## src/rtl/core/sdp_pkg.sv

```systemverilog
// shared types and constants for the strict decimal parser
`timescale 1ns / 1ps

package sdp_pkg;

    // character codes
    localparam logic [7:0] CH_NUL   = 8'd0;
    localparam logic [7:0] CH_TAB   = 8'd9;
    localparam logic [7:0] CH_CR    = 8'd13;
    localparam logic [7:0] CH_SPACE = 8'd32;
    localparam logic [7:0] CH_PLUS  = 8'd43;
    localparam logic [7:0] CH_MINUS = 8'd45;
    localparam logic [7:0] CH_ZERO  = 8'd48;
    localparam logic [7:0] CH_NINE  = 8'd57;

    // token kinds produced by the classifier
    localparam logic [2:0] KIND_BLANK = 3'd0;
    localparam logic [2:0] KIND_PLUS  = 3'd1;
    localparam logic [2:0] KIND_MINUS = 3'd2;
    localparam logic [2:0] KIND_DIGIT = 3'd3;
    localparam logic [2:0] KIND_TERM  = 3'd4;
    localparam logic [2:0] KIND_OTHER = 3'd5;

    // largest magnitude that still takes another digit
    localparam logic [31:0] TENTH_LIMIT = 32'd214748364;
    localparam logic [3:0]  LAST_MAX_POS = 4'd7;
    localparam logic [3:0]  LAST_MAX_NEG = 4'd8;

    typedef struct packed {
        logic [2:0] kind;
        logic [3:0] digit;
    } tok_t;

    typedef struct packed {
        logic [31:0] value;
        logic        error;
    } res_t;

endpackage

```

## src/rtl/core/sdp_front.sv

```systemverilog
// front end: byte classifier and two-entry token queue
`timescale 1ns / 1ps

module sdp_front (
    input  logic          clk,
    input  logic          rst_n,
    input  logic          push,
    output logic          full,
    input  logic [7:0]    ch,
    output sdp_pkg::tok_t tok,
    output logic          tok_valid,
    input  logic          tok_pop
);

    sdp_pkg::tok_t tok_in;
    sdp_pkg::tok_t tok_mem_reg [2];
    logic          wr_ptr_reg;
    logic          wr_ptr_next;
    logic          rd_ptr_reg;
    logic          rd_ptr_next;
    logic [1:0]    cnt_reg;
    logic [1:0]    cnt_next;
    logic          wr_fire;
    logic          rd_fire;

    // classify the incoming byte
    always_comb
    begin
        tok_in.digit = ch[3:0];
        case (ch) inside
            sdp_pkg::CH_NUL:
            begin
                tok_in.kind = sdp_pkg::KIND_TERM;
            end
            [sdp_pkg::CH_TAB:sdp_pkg::CH_CR], sdp_pkg::CH_SPACE:
            begin
                tok_in.kind = sdp_pkg::KIND_BLANK;
            end
            sdp_pkg::CH_PLUS:
            begin
                tok_in.kind = sdp_pkg::KIND_PLUS;
            end
            sdp_pkg::CH_MINUS:
            begin
                tok_in.kind = sdp_pkg::KIND_MINUS;
            end
            [sdp_pkg::CH_ZERO:sdp_pkg::CH_NINE]:
            begin
                tok_in.kind = sdp_pkg::KIND_DIGIT;
            end
            default:
            begin
                tok_in.kind = sdp_pkg::KIND_OTHER;
            end
        endcase
    end

    // queue handshakes
    assign full      = (cnt_reg == 2'd2);
    assign tok_valid = (cnt_reg != 2'd0);
    assign tok       = tok_mem_reg[rd_ptr_reg];
    assign wr_fire   = push && !full;
    assign rd_fire   = tok_pop && tok_valid;

    // pointer and count update
    always_comb
    begin
        wr_ptr_next = wr_fire ? ~wr_ptr_reg : wr_ptr_reg;
        rd_ptr_next = rd_fire ? ~rd_ptr_reg : rd_ptr_reg;
        cnt_next    = cnt_reg;
        if (wr_fire && !rd_fire)
        begin
            cnt_next = cnt_reg + 2'd1;
        end
        else if (rd_fire && !wr_fire)
        begin
            cnt_next = cnt_reg - 2'd1;
        end
    end

    // control registers
    always_ff @(posedge clk or negedge rst_n)
    begin
        if (!rst_n)
        begin
            wr_ptr_reg <= 1'b0;
            rd_ptr_reg <= 1'b0;
            cnt_reg    <= 2'd0;
        end
        else
        begin
            wr_ptr_reg <= wr_ptr_next;
            rd_ptr_reg <= rd_ptr_next;
            cnt_reg    <= cnt_next;
        end
    end

    // token storage
    always_ff @(posedge clk)
    begin
        if (wr_fire)
        begin
            tok_mem_reg[wr_ptr_reg] <= tok_in;
        end
    end

    // queue occupancy checks
    a_cnt_bound: assert property (@(posedge clk) disable iff (!rst_n)
        cnt_reg != 2'd3)
        else $error("token queue count out of range");

    a_cnt_inc: assert property (@(posedge clk) disable iff (!rst_n)
        wr_fire && !rd_fire |=> cnt_reg == $past(cnt_reg) + 2'd1)
        else $error("token queue count did not grow on write");

    a_ptr_gap: assert property (@(posedge clk) disable iff (!rst_n)
        (cnt_reg == 2'd0 || cnt_reg == 2'd2) |-> wr_ptr_reg == rd_ptr_reg)
        else $error("token queue pointers inconsistent with count");

endmodule

```

## src/rtl/core/sdp_back.sv

```systemverilog
// back end: parse state machine, accumulator and two-entry result queue
`timescale 1ns / 1ps

module sdp_back (
    input  logic               clk,
    input  logic               rst_n,
    input  sdp_pkg::tok_t      tok,
    input  logic               tok_valid,
    output logic               tok_pop,
    output logic               empty,
    input  logic               pop,
    output logic signed [31:0] value,
    output logic               error
);

    localparam logic [1:0] PH_SPACE  = 2'd0;
    localparam logic [1:0] PH_SIGN   = 2'd1;
    localparam logic [1:0] PH_DIGITS = 2'd2;

    logic [1:0]     phase_reg;
    logic [1:0]     phase_next;
    logic           neg_reg;
    logic           neg_next;
    logic [31:0]    mag_reg;
    logic [31:0]    mag_next;
    logic           bad_reg;
    logic           bad_next;

    sdp_pkg::res_t  res_mem_reg [2];
    sdp_pkg::res_t  res_in;
    logic           res_wr_reg;
    logic           res_rd_reg;
    logic [1:0]     res_cnt_reg;
    logic [1:0]     res_cnt_next;
    logic           res_full;
    logic           res_push;
    logic           res_pop;

    logic           is_term;
    logic           tok_fire;
    logic [3:0]     last_max;
    logic           ovf;
    logic [31:0]    mag_acc;
    logic           err_now;

    // token intake
    assign res_full = (res_cnt_reg == 2'd2);
    assign is_term  = (tok.kind == sdp_pkg::KIND_TERM);
    assign tok_pop  = tok_valid && !(is_term && res_full);
    assign tok_fire = tok_pop;

    // digit accumulate with overflow check
    assign last_max = neg_reg ? sdp_pkg::LAST_MAX_NEG : sdp_pkg::LAST_MAX_POS;
    assign ovf      = (mag_reg > sdp_pkg::TENTH_LIMIT) ||
                      ((mag_reg == sdp_pkg::TENTH_LIMIT) && (tok.digit > last_max));
    assign mag_acc  = (mag_reg << 3) + (mag_reg << 1) + {28'd0, tok.digit};

    // result of a terminating byte
    assign err_now      = bad_reg || (phase_reg == PH_SPACE) || (phase_reg == PH_SIGN);
    assign res_in.error = err_now;
    assign res_in.value = err_now ? 32'd0 : (neg_reg ? (32'd0 - mag_reg) : mag_reg);
    assign res_push     = tok_fire && is_term;

    // parse state update
    always_comb
    begin
        phase_next = phase_reg;
        neg_next   = neg_reg;
        mag_next   = mag_reg;
        bad_next   = bad_reg;
        if (tok_fire)
        begin
            if (is_term)
            begin
                phase_next = PH_SPACE;
                neg_next   = 1'b0;
                mag_next   = 32'd0;
                bad_next   = 1'b0;
            end
            else if (!bad_reg)
            begin
                case (phase_reg)
                    PH_SPACE:
                    begin
                        if (tok.kind == sdp_pkg::KIND_BLANK)
                        begin
                            phase_next = PH_SPACE;
                        end
                        else if (tok.kind == sdp_pkg::KIND_PLUS ||
                                 tok.kind == sdp_pkg::KIND_MINUS)
                        begin
                            neg_next   = (tok.kind == sdp_pkg::KIND_MINUS);
                            phase_next = PH_SIGN;
                        end
                        else if (tok.kind == sdp_pkg::KIND_DIGIT)
                        begin
                            phase_next = PH_DIGITS;
                            if (ovf)
                            begin
                                bad_next = 1'b1;
                            end
                            else
                            begin
                                mag_next = mag_acc;
                            end
                        end
                        else
                        begin
                            bad_next = 1'b1;
                        end
                    end
                    PH_SIGN:
                    begin
                        if (tok.kind == sdp_pkg::KIND_DIGIT)
                        begin
                            phase_next = PH_DIGITS;
                            if (ovf)
                            begin
                                bad_next = 1'b1;
                            end
                            else
                            begin
                                mag_next = mag_acc;
                            end
                        end
                        else
                        begin
                            bad_next = 1'b1;
                        end
                    end
                    default:
                    begin
                        // digits phase, and the unused code behaves the same
                        if (tok.kind == sdp_pkg::KIND_DIGIT)
                        begin
                            if (ovf)
                            begin
                                bad_next = 1'b1;
                            end
                            else
                            begin
                                mag_next = mag_acc;
                            end
                        end
                        else
                        begin
                            bad_next = 1'b1;
                        end
                    end
                endcase
            end
        end
    end

    // result queue handshakes
    assign empty   = (res_cnt_reg == 2'd0);
    assign res_pop = pop && !empty;
    assign value   = res_mem_reg[res_rd_reg].value;
    assign error   = res_mem_reg[res_rd_reg].error;

    always_comb
    begin
        res_cnt_next = res_cnt_reg;
        if (res_push && !res_pop)
        begin
            res_cnt_next = res_cnt_reg + 2'd1;
        end
        else if (res_pop && !res_push)
        begin
            res_cnt_next = res_cnt_reg - 2'd1;
        end
    end

    // control registers
    always_ff @(posedge clk or negedge rst_n)
    begin
        if (!rst_n)
        begin
            phase_reg   <= PH_SPACE;
            neg_reg     <= 1'b0;
            mag_reg     <= 32'd0;
            bad_reg     <= 1'b0;
            res_wr_reg  <= 1'b0;
            res_rd_reg  <= 1'b0;
            res_cnt_reg <= 2'd0;
        end
        else
        begin
            phase_reg   <= phase_next;
            neg_reg     <= neg_next;
            mag_reg     <= mag_next;
            bad_reg     <= bad_next;
            res_wr_reg  <= res_push ? ~res_wr_reg : res_wr_reg;
            res_rd_reg  <= res_pop ? ~res_rd_reg : res_rd_reg;
            res_cnt_reg <= res_cnt_next;
        end
    end

    // result storage
    always_ff @(posedge clk)
    begin
        if (res_push)
        begin
            res_mem_reg[res_wr_reg] <= res_in;
        end
    end

    // parser checks
    a_term_clears: assert property (@(posedge clk) disable iff (!rst_n)
        tok_fire && is_term |=> phase_reg == PH_SPACE && !bad_reg && mag_reg == 32'd0)
        else $error("state not cleared after terminating byte");

    a_bad_freezes: assert property (@(posedge clk) disable iff (!rst_n)
        bad_reg && !(tok_fire && is_term) |=> $stable(mag_reg) && bad_reg)
        else $error("magnitude changed after an error");

    a_mag_range: assert property (@(posedge clk) disable iff (!rst_n)
        mag_reg <= 32'd2147483648)
        else $error("magnitude beyond signed 32-bit range");

    a_res_bound: assert property (@(posedge clk) disable iff (!rst_n)
        res_cnt_reg != 2'd3)
        else $error("result queue count out of range");

endmodule

```

## src/rtl/core/strict_decimal_to_int32_parser_core.sv

```systemverilog
// Strict decimal string to int32 parser, top level.
// Throughput: one byte per cycle unless the token queue is full; the back end consumes
// one token per cycle, but holds a terminating token while the result queue is full.
// Bytes are parsed as they leave the two-entry token queue; a terminating byte's result
// waits in the two-entry result queue for pop, so either side can stall without loss.
// Reset (rst_n low, asynchronous) empties both queues and returns to the whitespace phase.
`timescale 1ns / 1ps

module strict_decimal_to_int32_parser_core (
    input  logic               clk,
    input  logic               rst_n,
    input  logic               push,
    output logic               full,
    input  logic [7:0]         ch,
    output logic               empty,
    input  logic               pop,
    output logic signed [31:0] value,
    output logic               error
);

    sdp_pkg::tok_t tok;
    logic          tok_valid;
    logic          tok_pop;

    // byte classifier and token queue
    sdp_front u_front (
        .clk       (clk),
        .rst_n     (rst_n),
        .push      (push),
        .full      (full),
        .ch        (ch),
        .tok       (tok),
        .tok_valid (tok_valid),
        .tok_pop   (tok_pop)
    );

    // parse engine and result queue
    sdp_back u_back (
        .clk       (clk),
        .rst_n     (rst_n),
        .tok       (tok),
        .tok_valid (tok_valid),
        .tok_pop   (tok_pop),
        .empty     (empty),
        .pop       (pop),
        .value     (value),
        .error     (error)
    );

endmodule

```

## config.mk

```make
export PLATFORM = sky130hd
export DESIGN_NAME = strict_decimal_to_int32_parser_core
export DESIGN_NICKNAME = d
export VERILOG_FILES = /design/src/rtl/core/sdp_pkg.sv /design/src/rtl/core/sdp_front.sv /design/src/rtl/core/sdp_back.sv /design/src/rtl/core/strict_decimal_to_int32_parser_core.sv
export SDC_FILE = /design/constraint.sdc
export NUM_CORES = 1
export LEC_CHECK = 0
export BUFFER_PORTS_ARGS = -buffer_cell sky130_fd_sc_hd__buf_2
export CAP_MARGIN = 10
export CORE_UTILIZATION = 29
export CTS_CLUSTER_SIZE = 14
export DETAILED_ROUTE_END_ITERATION = 7
export PLACE_DENSITY_LB_ADDON = 0.08
export RECOVER_POWER = 100
export SLEW_MARGIN = 40
export SYNTH_ARGS = -nofsm -noshare
export SYNTH_HDL_FRONTEND = slang
export SYNTH_HIERARCHICAL = 1
export SYNTH_SLANG_ARGS = --single-unit
```

## constraint.sdc

```tcl
create_clock -name clk -period 4.8 [get_ports clk]
set_input_delay 0.48 -clock clk [delete_from_list [all_inputs] [get_ports clk]]
set_output_delay 0.48 -clock clk [all_outputs]
set_load 0.02 [all_outputs]
```

==> run summary <==
Hold depth = 3
Crit-path cells = mux2_1, inv_1, fa_1, inv_1, ha_1, a211oi_1, o211ai_1, a2111oi_0, nor3_1, nand3_1, a21oi_1, mux2i_1, a221o_1
Combinational fraction of design power = 0.432
CTS Hold Bufs = 0
Number of flip-flops in the largest register = 66
Vias in the first global route = 5551
Worst skew pair latency = 410 ps
Critical Path Sink Type = flip-flop
Vias per cell = 4.99
Synth Register Bits = 124
Synth cell types = 66
Root Driver = clkbuf_16
Post-CTS Setup Bufs = 0
Leak = 3.62 nW
Cells on worst reg2reg path = 13
Largest family of logic cells by synthesized area = compound AO/OA/AOI/OAI gates
Worst setup startpoint = u_front/rd_ptr_reg$_DFFE_PN0P_
WP buf/inv = 2
Initial DRC count = 310
Hold_sp = push
Die extent in x = 165 um
Synthesized cell area = 7740 sq um
Setup TNS = 0 ps
Crit path largest cell delay = 650 ps
TritonCTS clock tree = built
Detailed placement HPWL = 12.8 mm
Met3 wire length = 493 um
Core Area = 26100 sq um
WL met1 = 9.58 mm
Pwr Total = 4.85 mW
Worst R2R Setup Slack = 700 ps
Xor and xnor fraction of the mapped netlist area = 0.0758
Final Max Tran Viols = 114
Final worst-path cycle share = 0.853
WS Path Type = reg2reg
# rows = 59
Crit path max-delay cell type = a2111oi_0
Wire per inst = 16.3 um
Max Freq = 244 MHz
Sequential cell area fraction in the yosys report = 0.453
Outcome = finished, violations left
Main synth FF type = edfxtp_1
Die Y = 165 um
Largest net degree at the start of global routing = 45
Total number of vias = 5560
Die area = 27400 sq um
Antenna violations before repair = 0
Synth Area in Adders = 0.110
Crit path max fanout = 8
Tot GR Track Use = 0.142
Syn_area_per_cell = 10.7 sq um
Placed Area = 8340 sq um
Share of layout cells above drive strength 1 = 0.114
WHS = 390 ps
Final setup vio count = 0
Clock power frac = 0.239
Share of the synthesized area in the top cell type = 0.310
Switching share of total power = 0.413
Worst hold path class = in2reg
Slew margin rel. = -0.783
Worst slew pin tran = 2670 ps
Async SR Flop Fraction = 0.355
Sink Count = 124
Arr. time, crit path = 4390 ps
RR Startpoint = u_front/rd_ptr_reg$_DFFE_PN0P_
Cell accounting for the most synthesized area = edfxtp_1
Most common cell on crit path = inv_1
CTS buffer count = 17
Clk pin slew, worst setup/hold paths = 60 ps
Top delay family on crit path = compound AO/OA/AOI/OAI gates
Maximum vdd drop = 0.237 mV
N_diodes = 0
Placer Congestion = 0.805
Endpoints failing hold = 0
Starting Density = 0.296
Compound-gate portion of the synthesized area = 0.153
Multiplexer share of the synthesized area = 0.0621
Met2 Wirelength = 7.91 mm
Pwr per Cell Area = 553 nW/um^2
Drt total wl = 18.2 mm
CP startpoint kind = flip-flop
Synth Instances = 725
H-Tree Depth = 4
Dpl cells = 1084
Failing checks = design-rule violations, max-capacitance violations, max-slew violations
Port Buffer Count = 46
Critical Path RT = 5100 ps
Unrepaired setup endpoints after global routing = no
Total grt overflow = 0
Total of max-cap violations = 3
Final Cell Area = 8770 sq um
Max Root-Sink Buffers = 2
Antenna-violating nets left = 0
Final Critical Period = 4100 ps
Area growth syn-to-layout = 13.2%
Post_cts resized = 0
Final Util = 0.335
Sequential Power Share = 0.329
Yosys warning total = 6
Setup slack after layout = 705 ps
# DRC = 12
First-pass DRT Iterations = 6
Syn_nets = 804
Synth area leaders = edfxtp_1 (31%), dfrtp_1 (14%), ha_1 (11%)
Synth Area in Simple Gates = 0.122
I/O pin cnt = 47
Post-synth EDFFs = 80
Non-filler cells, final = 1115
First-pass GRT wire length = 29.9 mm
Nets = 847
P_sw = 2.00 mW
DR top layer = met4
Worst path depth = 13
Clk_skew = 9.78 ps
Internal power = 2.84 mW
Pre-CTS setup slack = 716 ps
[cells by family (layout without fill, tap and decap cells)]
logic type / after synthesis / count (layout)
AOI/OAI and AO/OA: 178 / 178
xor gates and xnor gates: 67 / 67
adders and majority gates: 67 / 67
buffers and inverters: 51 / 106
DFF: 124 / 124
muxes: 43 / 43
and+or+nand+nor: 195 / 195
[final timing paths]
| kind | end |
|---|---|
| min reg2reg | u_back/res_rd_reg$_DFFE_PN0P_ |
| max in group asynchronous | u_back/mag_reg[5]$_DFFE_PN0P_ |
| min | u_front/wr_ptr_reg$_DFFE_PN0P_ |
| min in group asynchronous | u_back/mag_reg[28]$_DFFE_PN0P_ |
| max | u_back/mag_reg[29]$_DFFE_PN0P_ |
| max reg2reg | u_back/mag_reg[29]$_DFFE_PN0P_ |
[area by class of cell]
type	instances	area [sq um]
sequential	124	3500
clock inverter	14	100
fill	2714	17400
inverter	21	78.8
tap	335	419
multi-input combinational	550	4010
clock buffer	17	425
timing repair buffer	54	225
[power by group through the flow]
stage          clock network (mW)  registers [mW]  logic [mW]
3_5_place_dp                    0            1.62        2.18
3_3_place_gp                    0            1.61        2.17
4_1_cts                      1.19            1.60        2.19
6_report                     1.16            1.60        2.09
2_1_floorplan                   0            1.53        1.69
5_1_grt                      1.24            1.63        2.38
[cell usage after synthesis, types with 7 or more instances]
library cell and count:
nand2b_1 8, clkbuf_1 23, o31ai_1 30, ha_1 65, nor3_1 8, mux2_2 40, o21ai_1 7, xnor2_1 19
inv_1 21, a21oi_1 34, nand2_1 68, o21ai_0 39, a21o_1 19, edfxtp_1 80, dfrtp_1 44, nand4_1 7
xor2_1 48, nor2_1 59
[metal layers]
metal	vias to the layer above	GRT usage
met5	-	0
met4	0	0.0475
met3	11	0.0205
met2	97	0.217
met1	2669	0.205
li1	2783	-
[tightest hold or removal path, cell delays in order]
cell and delay (ps):
buf_2 100, nand2_1 100, xnor2_1 70
[layout by cell type (no fill, tap or decap), types with 6 or more instances in the layout]
cell	instances
nor3_1	7
nand2_1	68
nand4_1	7
nor4_1	6
a21o_1	19
nor2_1	59
nand2b_1	8
edfxtp_1	80
ha_1	65
buf_2	9
dfrtp_1	44
o31ai_1	31
inv_1	21
o21ai_0	46
mux2_2	37
clkbuf_16	17
xnor2_1	19
clkbuf_1	40
xor2_1	48
a21oi_1	34
No activity file was read; power rests on OpenSTA's default activity.
